### src/design/burkes_pkg.sv
`default_nettype none
// ---------------------------------------------------------------------------
// burkes_pkg
// Shared types and constants for the Burkes error-diffusion dither block.
// ---------------------------------------------------------------------------
package burkes_pkg;

	// Largest supported image row, in pixels
	localparam int DEFAULT_MAX_WIDTH = 2048;

	// Register file layout
	localparam int REG_ADDR_W = 4;
	localparam int REG_DATA_W = 32;

	typedef enum logic [1:0] {
		REG_IMAGE_WIDTH  = 2'd0,
		REG_IMAGE_HEIGHT = 2'd1,
		REG_FIRST_ROW    = 2'd2,
		REG_END_ROW      = 2'd3
	} reg_index_t;

	// Register reset values
	localparam logic [11:0] RST_IMAGE_WIDTH  = 12'd640;
	localparam logic [15:0] RST_IMAGE_HEIGHT = 16'd480;
	localparam logic [15:0] RST_FIRST_ROW    = 16'd0;
	localparam logic [15:0] RST_END_ROW      = 16'd480;

	// Output levels
	localparam logic [7:0] PIX_WHITE = 8'd255;
	localparam logic [7:0] PIX_BLACK = 8'd0;

	// Per-pixel position info computed at the input side
	typedef struct packed {
		logic fsr;     // first row of the strip: no error from above
		logic down;    // downward diffusion allowed on this row
		logic has_l1;  // column x-1 exists
		logic has_l2;  // column x-2 exists
		logic has_r1;  // column x+1 exists (clear on the row-end pixel)
		logic has_r2;  // column x+2 exists
		logic last;    // final pixel of the strip
	} scan_flags_t;

endpackage : burkes_pkg
`default_nettype wire

### src/design/burkes_cfg.sv
`default_nettype none
// ---------------------------------------------------------------------------
// burkes_cfg
// APB-style register file holding the image geometry and strip bounds.
// ---------------------------------------------------------------------------
module burkes_cfg (
	input  wire logic                                clk,
	input  wire logic                                arst_n,
	input  wire logic                                psel,
	input  wire logic                                penable,
	input  wire logic                                pwrite,
	input  wire logic [burkes_pkg::REG_ADDR_W-1:0]   paddr,
	input  wire logic [burkes_pkg::REG_DATA_W-1:0]   pwdata,
	output logic      [burkes_pkg::REG_DATA_W-1:0]   prdata,
	output logic                                     pready,
	output logic      [11:0]                         image_width,
	output logic      [15:0]                         image_height,
	output logic      [15:0]                         first_row,
	output logic      [15:0]                         end_row
);
	import burkes_pkg::*;

	logic       wr_en;
	reg_index_t idx;

	assign pready = 1'b1;
	assign wr_en  = psel & penable & pwrite;
	assign idx    = reg_index_t'(paddr[3:2]);

	// register writes
	always_ff @(posedge clk or negedge arst_n) begin
		if (!arst_n) begin
			image_width  <= RST_IMAGE_WIDTH;
			image_height <= RST_IMAGE_HEIGHT;
			first_row    <= RST_FIRST_ROW;
			end_row      <= RST_END_ROW;
		end else if (wr_en) begin
			unique case (idx)
				REG_IMAGE_WIDTH:  image_width  <= pwdata[11:0];
				REG_IMAGE_HEIGHT: image_height <= pwdata[15:0];
				REG_FIRST_ROW:    first_row    <= pwdata[15:0];
				REG_END_ROW:      end_row      <= pwdata[15:0];
			endcase
		end
	end

	// read mux
	always_comb begin
		unique case (idx)
			REG_IMAGE_WIDTH:  prdata = REG_DATA_W'(image_width);
			REG_IMAGE_HEIGHT: prdata = REG_DATA_W'(image_height);
			REG_FIRST_ROW:    prdata = REG_DATA_W'(first_row);
			REG_END_ROW:      prdata = REG_DATA_W'(end_row);
		endcase
	end

endmodule : burkes_cfg
`default_nettype wire

### config.mk
export PLATFORM = sky130hd
export DESIGN_NAME = burkes_cfg
export DESIGN_NICKNAME = d
export VERILOG_FILES = /design/src/design/burkes_pkg.sv /design/src/design/burkes_cfg.sv
export SDC_FILE = /design/constraint.sdc
export NUM_CORES = 1
export LEC_CHECK = 0
export BUFFER_PORTS_ARGS = -buffer_cell sky130_fd_sc_hd__buf_2
export CORE_MARGIN = 2
export CORE_UTILIZATION = 51
export DETAILED_ROUTE_END_ITERATION = 12
export GPL_ROUTABILITY_DRIVEN = 0
export GPL_TIMING_DRIVEN = 0
export PLACE_DENSITY_LB_ADDON = 0.12
export SYNTH_ARGS = -nofsm -noshare
export SYNTH_HDL_FRONTEND = slang
export SYNTH_SLANG_ARGS = --single-unit
### constraint.sdc
create_clock -name clk -period 2.99 [get_ports clk]
set_input_delay 0.4485 -clock clk [delete_from_list [all_inputs] [get_ports clk]]
set_output_delay 0.4485 -clock clk [all_outputs]
set_load 0.02 [all_outputs]
==> flow_summary.toml <==
[run_status]
status = "finished, final reports clean"

[layout]
fillCellCount = 435
ff_latch_area_sq_um = 1510
layout_commonest_cell = "buf_2"
diodes = 0
final_cell_mix = "buf_2 (98), dfrtp_1 (50), mux2_2 (44)"
area_growth_syn_to_layout_pct = 29.1
drive_above_1_share_pct = 74.9
multi_input_area_sq_um = 1260
postLayoutCellArea_sq_um = 3800
final_nets = 339

[setup_path]
path_cells = "buf_2 -> buf_6 -> buf_6 -> mux4_2 -> buf_2"
cp-startpoint = "paddr[2]"
required_ps = 2540
crit_path_end_kind = "output port"
r2r_setup_slack_ps = 2190
regToRegEndpoint = "end_row[9]$_DFFE_PN0P_"
worstPathArrival_ps = 1650
crit_path_max_incr_delay_ps = 510
startpoint_type = "primary input"
critPathMaxFanout = 10
path_class = "in -> out"
slowest_stage = "mux4_2"
r2r_start = "end_row[9]$_DFFE_PN0P_"
rr_worst_depth = 1

[die]
rows = 27
die_y_microns = 79.9
ios = 134
die_w_microns = 79.9
core_sq_um = 5540
initial_core_util_pct = 53.1
die_area_sq_um = 6390

[synth]
synth_cell_types = 18
syn_avg_cell_area_sq_um = 16.9
netlist_area_sq_um = 2940
ys.flop_type = "dfrtp_1"
async_flop_share_pct = 100
synth_top_cell_by_area = "dfrtp_1"
synth_area_leaders = "dfrtp_1 (43%), mux2_2 (17%), mux2_4 (10%)"
ys_ff_latch = 60
seq_area_frac_synth_pct = 51.5
synth_edf_count = 0
yosysWarningCount = 0
syn_inst = 174
post-synth-top-area-fraction_pct = 42.5

[clock_network]
numCtsBuffers = 9
cts_htree_levels = 3
cts_buffer_depth = 2
insertion_delay_ps = 320
holdBufCountCts = 0
post_cts_buffers = 0
cts_sinks = 60
root_buffer = "clkbuf_8"
post_cts_resized = 0
clk_pin_slew_ps = 70
cts_tree = "done"

[placement]
dpl_cell_area_sq_um = 3580
dpl.hpwl_microns = 4290
io_buffers = 98
pre_cts_slack_ps = 874

[drt]
via_count = 1900
totalWireLength_microns = 6090
routedWlPerCell_microns = 16.2
first_pass_iters = 4
drtAntennaViolNets = 0
drt_iter0_markers = 91
routed_via_density = 5.07
drc = 0

[sta]
finalSetupViolations = 0
worst_pin_slew_ps = 734
maxSlewViolCount = 0
hold_viol_final = 0
clock_skew_ps = 0
setup_tns_ps = 0
rsz0062_at_grt = "false"
period_share_pct = 70.3
fmax_ghz = 0.476
setup_slack_ps = 888
slew_headroom_pct = 51.1
post-route-min-period_ps = 2100

[worst_hold_path]
hold_path.class = "in -> async"

[global_routing]
overflow = 0
grt_pass1_wl_microns = 9680
grt_max_degree = 61
grt_pass1_vias = 1843
track_usage_pct = 20.4
antenna_found_initial = 0

[power_and_ir_drop]
p_leak_nw = 1.95
ir_worst_vdd_mv = 0.454
power_density_nw_per_um2 = 779

[run]
cap_violations = 0
[cells by family (layout without fill, tap and decap cells)]
group | after synthesis | after routing | synth area share (%)
AO/OA/AOI/OAI | 4 | 4 | 1.19
buffers and inverters | 26 | 140 | 7.74
flip-flops | 60 | 60 | 51.5
multiplexers | 76 | 76 | 36.5
other | 2 | 17 | 0.255
AND/OR/NAND/NOR | 6 | 6 | 2.85
[metal layers]
| layer | vias up | GRT usage (%) | routed length (microns) |
|---|---|---|---|
| li1 | 859 | - | - |
| met1 | 953 | 27.9 | 2640 |
| met2 | 77 | 31.8 | 2960 |
| met3 | 11 | 3.85 | 391 |
| met4 | 0 | 8.64 | 99 |
| met5 | - | 0 | 0 |
[cells in the mapped netlist, types with 2 or more instances]
| cell type | number |
|---|---|
| dfstp_2 | 10 |
| mux2_4 | 20 |
| buf_4 | 18 |
| buf_6 | 6 |
| mux4_2 | 10 |
| mux2_2 | 44 |
| conb_1 | 2 |
| mux4_1 | 2 |
| a22o_1 | 4 |
| dfrtp_1 | 50 |
[worst max path at each step]
stage | end | slack, ps | cells after the start
after detailed placement | prdata[6] | 870 | 5
after floorplan | prdata[12] | 1200 | 4
after global routing | prdata[15] | 820 | 6
after CTS | prdata[6] | 870 | 5
final | prdata[6] | 890 | 5
after global placement | prdata[15] | 880 | 6
[state kept, by name (all words and copies together), names as in the netlist]
name	flops
first_row	16
image_width	12
end_row	16
image_height	16
[layout make-up]
class	count	area share, %
repair buffers	98	13.0
clock buffers	11	3.72
well taps	72	2.37
multi-input cells	103	33.1
clock inverters	5	1.98
plain buffers	26	6.00
flip-flops and latches	60	39.9
[stage by stage]
| stage | power [mW] | cells | utilization, % | hold WS, ps |
|---|---|---|---|---|
| 2_1_floorplan | 1.84 | 189 | - | 153 |
| 3_3_place_gp | 2.16 | 359 | 64.6 | 502 |
| 3_5_place_dp | 2.18 | 359 | 64.6 | 510 |
| 4_1_cts | 2.98 | 375 | 68.5 | 371 |
| 5_1_grt | 3.10 | 375 | 68.5 | 227 |
| 6_report | 2.96 | 375 | 68.5 | 177 |
[critical path, delay by kind of cell]
family | cells | cell delay [ps]
buffers and inverters | 4 | 690
multiplexers | 1 | 510
[power breakdown]
group | switching [mW] | internal [mW] | total, mW
logic | 0.537 | 0.455 | 0.992
clock network | 0.307 | 0.488 | 0.795
registers | 0.144 | 1.03 | 1.17
total | 0.988 | 1.97 | 2.96
Power figures use the tool's default switching activity.
