[src/design/burkes_pkg.sv]
`default_nettype none
// ---------------------------------------------------------------------------
// burkes_pkg
// Shared types and constants for the Burkes error-diffusion dither block.
// ---------------------------------------------------------------------------
package burkes_pkg;

	// Largest supported image row, in pixels
	localparam int DEFAULT_MAX_WIDTH = 2048;

	// Register file layout
	localparam int REG_ADDR_W = 4;
	localparam int REG_DATA_W = 32;

	typedef enum logic [1:0] {
		REG_IMAGE_WIDTH  = 2'd0,
		REG_IMAGE_HEIGHT = 2'd1,
		REG_FIRST_ROW    = 2'd2,
		REG_END_ROW      = 2'd3
	} reg_index_t;

	// Register reset values
	localparam logic [11:0] RST_IMAGE_WIDTH  = 12'd640;
	localparam logic [15:0] RST_IMAGE_HEIGHT = 16'd480;
	localparam logic [15:0] RST_FIRST_ROW    = 16'd0;
	localparam logic [15:0] RST_END_ROW      = 16'd480;

	// Output levels
	localparam logic [7:0] PIX_WHITE = 8'd255;
	localparam logic [7:0] PIX_BLACK = 8'd0;

	// Per-pixel position info computed at the input side
	typedef struct packed {
		logic fsr;     // first row of the strip: no error from above
		logic down;    // downward diffusion allowed on this row
		logic has_l1;  // column x-1 exists
		logic has_l2;  // column x-2 exists
		logic has_r1;  // column x+1 exists (clear on the row-end pixel)
		logic has_r2;  // column x+2 exists
		logic last;    // final pixel of the strip
	} scan_flags_t;

endpackage : burkes_pkg
`default_nettype wire

[src/design/burkes_scan.sv]
`default_nettype none
// ---------------------------------------------------------------------------
// burkes_scan
// Raster position tracker: column, row and strip bookkeeping per transfer.
// ---------------------------------------------------------------------------
module burkes_scan #(
	parameter int MAX_WIDTH = burkes_pkg::DEFAULT_MAX_WIDTH,
	localparam int AW = $clog2(MAX_WIDTH)
) (
	input  wire logic                    clk,
	input  wire logic                    arst_n,
	input  wire logic                    accept,
	input  wire logic [11:0]             image_width,
	input  wire logic [15:0]             image_height,
	input  wire logic [15:0]             first_row,
	input  wire logic [15:0]             end_row,
	output logic      [AW-1:0]           col,
	output burkes_pkg::scan_flags_t      flags
);
	import burkes_pkg::*;

	localparam int WW = AW + 1;
	localparam int CW = (WW > 12) ? WW : 12;

	logic [AW-1:0] col_q;
	logic [15:0]   row_q;
	logic          fsr_q;

	logic [CW-1:0] iw_ext;
	logic [WW-1:0] width;
	logic [WW-1:0] x1, x2;
	logic [15:0]   row_eff;
	logic [16:0]   row_nxt;
	logic [15:0]   stop0;
	logic [16:0]   stop;
	logic          row_end;

	// clamp the configured width to 1..MAX_WIDTH
	always_comb begin
		iw_ext = CW'(image_width);
		if (iw_ext == '0)
			width = WW'(1);
		else if (iw_ext > CW'(MAX_WIDTH))
			width = WW'(MAX_WIDTH);
		else
			width = WW'(iw_ext);
	end

	// strip end row
	always_comb begin
		stop0 = (end_row < image_height) ? end_row : image_height;
		if (stop0 <= first_row)
			stop = {1'b0, first_row} + 17'd1;
		else
			stop = {1'b0, stop0};
	end

	// position flags for the pixel now offered
	always_comb begin
		x1      = {1'b0, col_q} + WW'(1);
		x2      = {1'b0, col_q} + WW'(2);
		row_eff = (fsr_q && col_q == '0) ? first_row : row_q;
		row_nxt = {1'b0, row_eff} + 17'd1;
		row_end = !(x1 < width);

		flags.fsr    = fsr_q;
		flags.down   = row_nxt < {1'b0, image_height};
		flags.has_l1 = col_q != '0;
		flags.has_l2 = col_q > AW'(1);
		flags.has_r1 = !row_end;
		flags.has_r2 = x2 < width;
		flags.last   = row_end && (row_nxt >= stop);
	end

	assign col = col_q;

	// advance on every accepted transfer
	always_ff @(posedge clk or negedge arst_n) begin
		if (!arst_n) begin
			col_q <= '0;
			row_q <= RST_FIRST_ROW;
			fsr_q <= 1'b1;
		end else if (accept) begin
			if (row_end) begin
				col_q <= '0;
				fsr_q <= flags.last;
				row_q <= flags.last ? first_row : row_nxt[15:0];
			end else begin
				col_q <= x1[AW-1:0];
				row_q <= row_eff;
			end
		end
	end

endmodule : burkes_scan
`default_nettype wire

[config.mk]
export PLATFORM = sky130hd
export DESIGN_NAME = burkes_scan
export DESIGN_NICKNAME = d
export VERILOG_FILES = /design/src/design/burkes_pkg.sv /design/src/design/burkes_scan.sv
export SDC_FILE = /design/constraint.sdc
export NUM_CORES = 1
export LEC_CHECK = 0
export BUFFER_PORTS_ARGS = -buffer_cell sky130_fd_sc_hd__buf_2
export CAP_MARGIN = 30
export CORE_UTILIZATION = 54
export DETAILED_ROUTE_END_ITERATION = 16
export PLACE_DENSITY = 0.75
export SKIP_LAST_GASP = 1
export SLEW_MARGIN = 40
export SYNTH_ARGS = -nofsm -noshare
export SYNTH_HDL_FRONTEND = slang
export SYNTH_SLANG_ARGS = --single-unit
export TNS_END_PERCENT = 1
[constraint.sdc]
create_clock -name clk -period 8.2 [get_ports clk]
set_input_delay 0.82 -clock clk [delete_from_list [all_inputs] [get_ports clk]]
set_output_delay 0.82 -clock clk [all_outputs]
set_load 0.01 [all_outputs]
==> results.json <==
{
  "status": "finished clean",
  "nets": 883,
  "synthFlopType": "dfrtp_1",
  "finalSetupViolCount": 0,
  "async_flop_share_pct": 100,
  "tightest_slew_ps": 824,
  "syn_area_per_cell_um2": 7.82,
  "setup_tns_ps": 0,
  "rsz0062_at_grt": "no",
  "die_y_um": 100,
  "dp.cells": 851,
  "finClkSkew_ps": 16.3,
  "die_width_um": 100,
  "grt_pass1_wl_um": 24700,
  "cp_max_fo": 17,
  "drt_pass1_iterations": 5,
  "syn2layout_area_growth_pct": 9.88,
  "cts_max_level": 1,
  "top_usage_layer": "met2",
  "final_common_cell": "ha_1",
  "cp_common_cell": "o21ai_0",
  "clockRootBuffer": "clkbuf_8",
  "critical_path.top_delay_family": "compound AO/OA/AOI/OAI gates",
  "ios": 81,
  "initial_utilization_pct": 56.2,
  "dieArea_um2": 10100,
  "post_cts_resized": 0,
  "final_cell_mix": "ha_1, buf_2, nand2_1",
  "required_ps": 7380,
  "fillers": 853,
  "route.detailed.drc": 0,
  "syn-cell-area_um2": 5220,
  "core-area_um2": 9280,
  "min_period_ps": 7310,
  "routed_wl_um": 14900,
  "grt.overflow.total": 0,
  "max_stage_delay_ps": 500,
  "met2_usage_pct": 49.3,
  "grt_pass1_vias": 5106,
  "crit_type": "input pin to output port",
  "yosysWarnings": 0,
  "insertedDiodeCount": 0,
  "irDropWorstVdd_mv": 0.188,
  "cp-end-kind": "output port",
  "slew_viol_final": 0,
  "grt_max_degree": 40,
  "synthesis.instances": 667,
  "hold_buffers": 0,
  "gp_congestion": 0.946,
  "grt_usage_pct": 30.3,
  "cts.clk_slew.worst_paths_ps": 110,
  "row_count": 35,
  "syn_nets": 823,
  "hold_class": "input pin to async pin",
  "critPathSlowestCell": "or2_2",
  "clock_latency_ps": 290,
  "ant_nets": 0,
  "use_met3_pct": 3.34,
  "io_buffers": 80,
  "synth_edf_count": 0,
  "timing.rr.start": "col[9]",
  "drt_iter0_drc": 396,
  "power.leakage_nw": 2.76,
  "wl_per_cell_um": 17.4,
  "dp_hpwl_um": 12000,
  "worst_ep_arrival_time_ps": 6490,
  "cts_buffer_depth": 2,
  "rrSetupSlack_ps": 2480,
  "cts_tree": "done",
  "hold_violations": 0,
  "synth_cell_type_count": 66,
  "vias": 5302,
  "power_density_nw_per_um2": 289,
  "cts-buffers-inserted": 3,
  "cp.buffers_inverters": 4,
  "clkSinkCount": 28,
  "via_per_inst": 6.20,
  "finalCritPeriodShare_pct": 89.1,
  "antenna_found_initial": 0,
  "maxCapViolCount": 0,
  "r2r-end": "row_q[6]",
  "final_cells": 855,
  "cts_setup_buffers": 0,
  "ys_seq_area_share_pct": 13.5,
  "r2r_cells": 16,
  "drive_above_1_share_pct": 16.8,
  "synth-seq-cells": 28,
  "max_slew_margin_pct": 44.9,
  "timing.fmax_ghz": 0.137,
  "final_util_pct": 61.8,
  "use_met1_pct": 43.5,
  "start_kind": "input pin"
}
-- per-layer routing --
metal | part of all wire [%] | vias to the layer above
met1 | 46 | 2511
li1 | - | 2575
met2 | 46 | 195
met3 | 7.1 | 21
met4 | 1.3 | 0
met5 | 0 | -
-- how the worst max path moves through the flow --
stage                          start   endpoint  cells past startpoint
floorplan           image_height[13]   flags[0]                     26
global placement     image_height[6]  row_q[13]                     26
detailed placement   image_height[6]  row_q[13]                     26
CTS                  image_height[6]   flags[0]                     25
global route         image_height[6]   row_q[6]                     26
finish               image_height[6]   flags[0]                     25
-- cells in the mapped netlist (10+ instances only) --
library cell / count / area share (%)
ha_1: 93 / 22
nand2_1: 57 / 4.1
o21ai_0: 49 / 4.7
inv_1: 46 / 3.3
nor2_1: 43 / 3.1
xnor2_1: 42 / 7.0
a21oi_1: 39 / 3.7
dfrtp_1: 27 / 13
nand3_1: 26 / 2.5
nand4_1: 25 / 3.0
a21o_1: 19 / 2.7
mux2_2: 17 / 3.7
mux2i_1: 17 / 3.3
and3_1: 15 / 1.8
clkbuf_1: 13 / 0.94
nor3_1: 13 / 1.2
buf_2: 10 / 0.96
-- kinds of logic (layout without fill, tap and decap cells) --
logic type | count (synthesis) | after routing | share of synthesized area [%]
AO/OA/AOI/OAI | 169 | 169 | 21.5
XOR/XNOR | 48 | 48 | 8.06
adder cells (fa/ha/maj) | 93 | 93 | 22.3
buffers and inverters | 78 | 137 | 6.67
flip-flops | 28 | 28 | 13.5
multiplexers | 35 | 35 | 7.14
AND/OR/NAND/NOR | 216 | 216 | 20.9
-- flip-flops by register name, indices dropped and copies added, names as in the netlist --
register / count
row_q: 16
col: 11
fsr_q: 1
-- metrics by stage --
stage	cell area (um2)	hold WS [ps]	setup WS, ps	total power, mW
after global placement	5660	504	1230	1.47
after CTS	5730	541	1030	1.64
after detailed placement	5660	515	803	1.52
after global routing	5730	555	505	1.82
final	5730	539	893	1.66
after floorplan	5220	481	1560	1.18
-- final cells by class --
cell class | count | area (um2) | area share [%]
Multi-Input combinational cell | 561 | 4170 | 72.7
Sequential cell | 28 | 702 | 12.2
Timing Repair Buffer | 85 | 438 | 7.64
Inverter | 48 | 193 | 3.36
Tap cell | 129 | 161 | 2.81
Clock buffer | 3 | 41.3 | 0.720
Clock inverter | 1 | 30.0 | 0.524
-- report_power, final --
part | total [mW] | switching, mW | internal, mW
Combinational | 1.26 | 0.754 | 0.502
Sequential | 0.287 | 0.0884 | 0.198
Clock | 0.114 | 0.0485 | 0.0656
Total | 1.66 | 0.890 | 0.766
Note: power is estimated with default switching activity, not from simulation.
