===== src/design/burkes_pkg.sv =====
`default_nettype none
// ---------------------------------------------------------------------------
// burkes_pkg
// Shared types and constants for the Burkes error-diffusion dither block.
// ---------------------------------------------------------------------------
package burkes_pkg;

	// Largest supported image row, in pixels
	localparam int DEFAULT_MAX_WIDTH = 2048;

	// Register file layout
	localparam int REG_ADDR_W = 4;
	localparam int REG_DATA_W = 32;

	typedef enum logic [1:0] {
		REG_IMAGE_WIDTH  = 2'd0,
		REG_IMAGE_HEIGHT = 2'd1,
		REG_FIRST_ROW    = 2'd2,
		REG_END_ROW      = 2'd3
	} reg_index_t;

	// Register reset values
	localparam logic [11:0] RST_IMAGE_WIDTH  = 12'd640;
	localparam logic [15:0] RST_IMAGE_HEIGHT = 16'd480;
	localparam logic [15:0] RST_FIRST_ROW    = 16'd0;
	localparam logic [15:0] RST_END_ROW      = 16'd480;

	// Output levels
	localparam logic [7:0] PIX_WHITE = 8'd255;
	localparam logic [7:0] PIX_BLACK = 8'd0;

	// Per-pixel position info computed at the input side
	typedef struct packed {
		logic fsr;     // first row of the strip: no error from above
		logic down;    // downward diffusion allowed on this row
		logic has_l1;  // column x-1 exists
		logic has_l2;  // column x-2 exists
		logic has_r1;  // column x+1 exists (clear on the row-end pixel)
		logic has_r2;  // column x+2 exists
		logic last;    // final pixel of the strip
	} scan_flags_t;

endpackage : burkes_pkg
`default_nettype wire


===== src/design/burkes_core.sv =====
`default_nettype none
// ---------------------------------------------------------------------------
// burkes_core
// Input register, threshold and Burkes diffusion, and output register.
// Holds the same-row carries, the next-row window and the two row-tail sums.
// ---------------------------------------------------------------------------
module burkes_core #(
	parameter int MAX_WIDTH = burkes_pkg::DEFAULT_MAX_WIDTH,
	localparam int AW = $clog2(MAX_WIDTH)
) (
	input  wire logic                    clk,
	input  wire logic                    arst_n,
	input  wire logic                    accept,
	input  wire logic [7:0]              pixel_value,
	input  wire logic [AW-1:0]           col,
	input  wire burkes_pkg::scan_flags_t flags,
	output logic                         busy,
	input  wire logic signed [8:0]       line_rd,
	output logic                         line_wr_en,
	output logic      [AW-1:0]           line_wr_addr,
	output logic signed [8:0]            line_wr_data,
	output logic                         result_valid,
	input  wire logic                    result_stall,
	output logic      [7:0]              out_pixel,
	output logic                         strip_last
);
	import burkes_pkg::*;

	// signed division by 2**sh, truncated toward zero
	function automatic logic signed [8:0] div_trunc(input logic signed [8:0] v,
	                                               input logic [2:0] sh);
		logic signed [8:0] bias;
		bias = v[8] ? ((9'sd1 <<< sh) - 9'sd1) : 9'sd0;
		return (v + bias) >>> sh;
	endfunction

	// stage 1
	logic              valid_s1;
	logic [7:0]        pix_s1;
	logic [AW-1:0]     col_s1;
	scan_flags_t       flags_s1;

	// diffusion state
	logic signed [8:0] rc0_q, rc1_q;
	logic signed [8:0] bw0_q, bw1_q, bw2_q, bw3_q;
	logic signed [8:0] tail_a_q, tail_b_q;

	// output register
	logic              out_valid_q;
	logic [7:0]        out_pixel_q;
	logic              strip_last_q;

	logic              advance;
	logic signed [8:0] below;
	logic signed [10:0] csum;
	logic [7:0]        cval;
	logic [7:0]        outv;
	logic signed [8:0] err, q4, q8, q16;
	logic signed [8:0] rc0_d, rc1_d;
	logic signed [8:0] w0_d, w1_d, w2_d, w3_d, w4_d;

	assign advance = valid_s1 && (!out_valid_q || !result_stall);
	assign busy    = valid_s1 && !advance;

	// input register
	always_ff @(posedge clk or negedge arst_n) begin
		if (!arst_n)
			valid_s1 <= 1'b0;
		else if (accept)
			valid_s1 <= 1'b1;
		else if (advance)
			valid_s1 <= 1'b0;
	end

	always_ff @(posedge clk) begin
		if (accept) begin
			pix_s1   <= pixel_value;
			col_s1   <= col;
			flags_s1 <= flags;
		end
	end

	// corrected value, threshold and error shares
	always_comb begin
		if (flags_s1.fsr)
			below = 9'sd0;
		else if (!flags_s1.has_r1)
			below = tail_b_q;
		else if (!flags_s1.has_r2)
			below = tail_a_q;
		else
			below = line_rd;

		csum = $signed({3'b000, pix_s1}) + 11'(rc0_q) + 11'(below);
		if (csum < 11'sd0)
			cval = 8'd0;
		else if (csum > 11'sd255)
			cval = 8'd255;
		else
			cval = csum[7:0];

		outv = cval[7] ? PIX_WHITE : PIX_BLACK;
		err  = cval[7] ? ($signed({1'b0, cval}) - 9'sd255) : $signed({1'b0, cval});
		q4   = div_trunc(err, 3'd2);
		q8   = div_trunc(err, 3'd3);
		q16  = div_trunc(err, 3'd4);
	end

	// same-row and next-row shares
	always_comb begin
		rc0_d = rc1_q + (flags_s1.has_r1 ? q4 : 9'sd0);
		rc1_d = flags_s1.has_r2 ? q8 : 9'sd0;
		w0_d  = bw0_q + ((flags_s1.down && flags_s1.has_l2) ? q16 : 9'sd0);
		w1_d  = bw1_q + ((flags_s1.down && flags_s1.has_l1) ? q8 : 9'sd0);
		w2_d  = bw2_q + (flags_s1.down ? q4 : 9'sd0);
		w3_d  = bw3_q + ((flags_s1.down && flags_s1.has_r1) ? q8 : 9'sd0);
		w4_d  = (flags_s1.down && flags_s1.has_r2) ? q16 : 9'sd0;
	end

	// finished column x-2 goes to the line buffer
	assign line_wr_en   = advance && flags_s1.has_l2;
	assign line_wr_addr = col_s1 - AW'(2);
	assign line_wr_data = w0_d;

	// carries and window, cleared at row end
	always_ff @(posedge clk or negedge arst_n) begin
		if (!arst_n) begin
			rc0_q <= '0;
			rc1_q <= '0;
			bw0_q <= '0;
			bw1_q <= '0;
			bw2_q <= '0;
			bw3_q <= '0;
		end else if (advance) begin
			if (!flags_s1.has_r1) begin
				rc0_q <= '0;
				rc1_q <= '0;
				bw0_q <= '0;
				bw1_q <= '0;
				bw2_q <= '0;
				bw3_q <= '0;
			end else begin
				rc0_q <= rc0_d;
				rc1_q <= rc1_d;
				bw0_q <= w1_d;
				bw1_q <= w2_d;
				bw2_q <= w3_d;
				bw3_q <= w4_d;
			end
		end
	end

	// last two columns of the row are kept in registers
	always_ff @(posedge clk) begin
		if (advance && !flags_s1.has_r1) begin
			tail_b_q <= w2_d;
			if (flags_s1.has_l1)
				tail_a_q <= w1_d;
		end
	end

	// output register
	always_ff @(posedge clk or negedge arst_n) begin
		if (!arst_n)
			out_valid_q <= 1'b0;
		else if (advance)
			out_valid_q <= 1'b1;
		else if (!result_stall)
			out_valid_q <= 1'b0;
	end

	always_ff @(posedge clk) begin
		if (advance) begin
			out_pixel_q  <= outv;
			strip_last_q <= flags_s1.last;
		end
	end

	assign result_valid = out_valid_q;
	assign out_pixel    = out_pixel_q;
	assign strip_last   = strip_last_q;

endmodule : burkes_core
`default_nettype wire


===== config.mk =====
export PLATFORM = sky130hd
export DESIGN_NAME = burkes_core
export DESIGN_NICKNAME = d
export VERILOG_FILES = /design/src/design/burkes_pkg.sv /design/src/design/burkes_core.sv
export SDC_FILE = /design/constraint.sdc
export NUM_CORES = 1
export LEC_CHECK = 0
export ABC_AREA = 1
export BUFFER_PORTS_ARGS = -buffer_cell sky130_fd_sc_hd__buf_2
export CELL_PAD_IN_SITES_DETAIL_PLACEMENT = 1
export CELL_PAD_IN_SITES_GLOBAL_PLACEMENT = 2
export CORE_MARGIN = 4
export CORE_UTILIZATION = 36
export DETAILED_ROUTE_END_ITERATION = 10
export GPL_ROUTABILITY_DRIVEN = 0
export MAX_ROUTING_LAYER = met4
export PLACE_DENSITY_LB_ADDON = 0.1
export SYNTH_ARGS = -nofsm -noshare
export SYNTH_HDL_FRONTEND = slang
export SYNTH_SLANG_ARGS = --single-unit

===== constraint.sdc =====
create_clock -name clk -period 15.3 [get_ports clk]
set_input_delay 4.59 -clock clk [delete_from_list [all_inputs] [get_ports clk]]
set_output_delay 4.59 -clock clk [all_outputs]
set_load 0.01 [all_outputs]

==> run metrics <==
status=finished clean; Final min period=14,680 ps; R2R Path End=tail_b_q[8]$_DFFE_PP_; # diodes=0; post-synthesis net count=882; Buf/Inv on CP=7; most common cell after layout, fill and taps aside=nand2_1; most used cell, CP=nand2_1; input/output buffers=70; Core Area=0.0181 mm²; Worst Max-Slew Pin Slew=882 ps; Hold WC Path Type=register to register; Hold Fails Final Rpt=0; DP HPWL=16.0 mm; io pins=71; vias in the first global route=5,983; CTS tree=done; Reg clk slew, reported paths=80 ps; Final ANT Viol Nets=0; CTS max path bufs=2; delay-heaviest family, CP=adder cells; crit path capture type=primary output; Die Footprint=0.0207 mm²; cell area after layout=0.00752 mm²; Worst Path Arrival=10,090 ps; part of the cycle the worst path needs=96.0%; 1st-iter DRT viols=263; grt ovf=0; Slew HR=41.2%; r2r worst-path depth=39; Setup WS post-layout=619 ps; Final Skew=11.2 ps; GRT Overall Usage=20.9%; layout cells sized above 1=16.8%; Fmax=0.0681 GHz; worst-skew pair later-pin latency=350 ps; Core Rows=49; Worst R2R Start=flags_s1[1]$_DFFE_PP_; Sum Neg Setup Slack=0 ps; r2r setup slk=7800 ps; DP Area=0.00722 mm²; post-synth cell types=49; pin count of the biggest net entering global routing=50; max_cap viols=0; final setup vio count=0; Die Ht=144 µm; Critical Path Source Type=input port; Worst Setup EP=line_wr_data[5]; CP Data Required Time=10,710 ps; initial antenna violation count=0; Max stage delay on crit path=440 ps; CP startpoint=line_rd[1]; clock sink total=95; first-pass GRT wire length=32.1 mm; Final Slew Violations=0; Avg Inst Size Synth=8.48 µm²; initial core utilization=36.8%; die width=144 µm; CP max stage cell=fa_1; WP depth=36; total CTS buffers=9; Ys Warns=0; RSZ-0062 raised after global routing=no; post-synthesis cell count=784; # DRC=0; synthesized cell area=0.00665 mm²; CTS root buffer=clkbuf_16; proportion of synthesized chip area in sequential cells=39.2%; total wire length=19.9 mm; worst-path fanout max=12; routed len/inst=18.3 µm; Synth Register Bits=95; pre-CTS WS=505 ps; Nets=949; First-pass DRT Iterations=4; WS Path Type=input port to primary output; synthesis-to-layout area growth=13.0%; vias after detailed routing=5,496; most frequent cells in the layout=nand2_1 (170), inv_1 (105), nor2_1 (73), buf_2 (70), dfrtp_1 (49); post-DR vias/cell=5.07; H-tree Lvls=3
==> repair_timing <==
action,4_1_cts,5_1_grt
gates resized for setup,0,4
setup endpoints to repair,0,3
buffers inserted,0,1
hold buffers,0,0
==> cells by family (layout without fill, tap and decap cells) <==
kind of cell / count (synthesis) / count (layout) / synth area share, %
and+or+nand+nor: 344 / 344 / 24.1
DFF: 95 / 95 / 39.2
xor gates and xnor gates: 40 / 40 / 5.27
adders and majority gates: 59 / 59 / 12.7
AOI/OAI and AO/OA: 114 / 114 / 10.8
buffers and inverters: 132 / 204 / 7.98
==> metrics by stage <==
stage | instances | hold slack, ps | utilization, %
after floorplan | 784 | 400 | -
after global placement | 1068 | 401 | 39.9
after detailed placement | 1068 | 407 | 39.9
after CTS | 1084 | 426 | 41.5
after global routing | 1085 | 453 | 41.6
final | 1085 | 425 | 41.6
==> cells in the mapped netlist, drive strengths merged <==
cell	instances	area [µm²]
a21boi	1	7.51
a21o	1	7.51
a21oi	27	158
a22o	10	87.6
a22oi	1	7.51
a31oi	1	12.5
and2	4	25.0
buf	12	77.6
clkbuf	8	30.0
clkinv	2	7.51
dfrtp	49	1230
edfxtp	46	1380
fa	14	280
ha	45	563
inv	110	415
nand2	192	806
nand3	40	245
nand3b	4	30.0
nand4	13	87.6
nor2	81	349
nor3	6	30.0
nor3b	2	15.0
o211ai	10	75.1
o21ai	44	224
o21bai	4	30.0
o22ai	5	31.3
o311ai	1	8.76
o31ai	8	60.1
o41ai	1	8.76
or2	1	6.26
or3	1	6.26
xnor2	9	78.8
xor2	31	272
==> worst reg2reg max path: cells and delay by family, from the launching register on <==
| kind | cells | cell delay (ps) |
|---|---|---|
| compound gates | 8 | 1170 |
| xor+xnor | 3 | 870 |
| simple gates | 17 | 1900 |
| fa+ha+maj | 6 | 2020 |
| buf+inv | 5 | 690 |
| flops | 1 | 610 |
==> state kept, by name, indices dropped and copies added, names as in the netlist, 5 cells and up <==
name      flops
col_s1       11
bw0_q         9
bw1_q         9
bw2_q         9
rc0_q         9
tail_a_q      9
tail_b_q      9
pix_s1        8
flags_s1      7
rc1_q         6
bw3_q         5
==> how the worst min path moves through the flow <==
stage | start | end | slack [ps] | cells after the start
floorplan | flags_s1[0]$_DFFE_PP_ | strip_last$_DFFE_PP_ | 400 | 0
global placement | flags_s1[0]$_DFFE_PP_ | strip_last$_DFFE_PP_ | 400 | 0
detailed placement | flags_s1[0]$_DFFE_PP_ | strip_last$_DFFE_PP_ | 410 | 0
CTS | flags_s1[0]$_DFFE_PP_ | strip_last$_DFFE_PP_ | 430 | 0
global route | flags_s1[0]$_DFFE_PP_ | strip_last$_DFFE_PP_ | 450 | 0
finish | flags_s1[0]$_DFFE_PP_ | strip_last$_DFFE_PP_ | 420 | 0
==> routing by layer <==
layer	GRT usage (%)	share of wire (%)
met4	5.45	1.4
met5	-	0
met3	2.70	3.0
met1	28.6	49
met2	32.8	47
==> final cells by class <==
type	instances	area (µm²)
Timing Repair Buffer	76	395
Fill cell	2163	10600
Clock inverter	7	56.3
Sequential cell	95	2610
Multi-Input combinational cell	557	3520
Clock buffer	9	225
Inverter	112	423
Tap cell	229	287
Power is not shown: default switching activity piles up to over one toggle a cycle in this logic, so the estimate is an artifact.
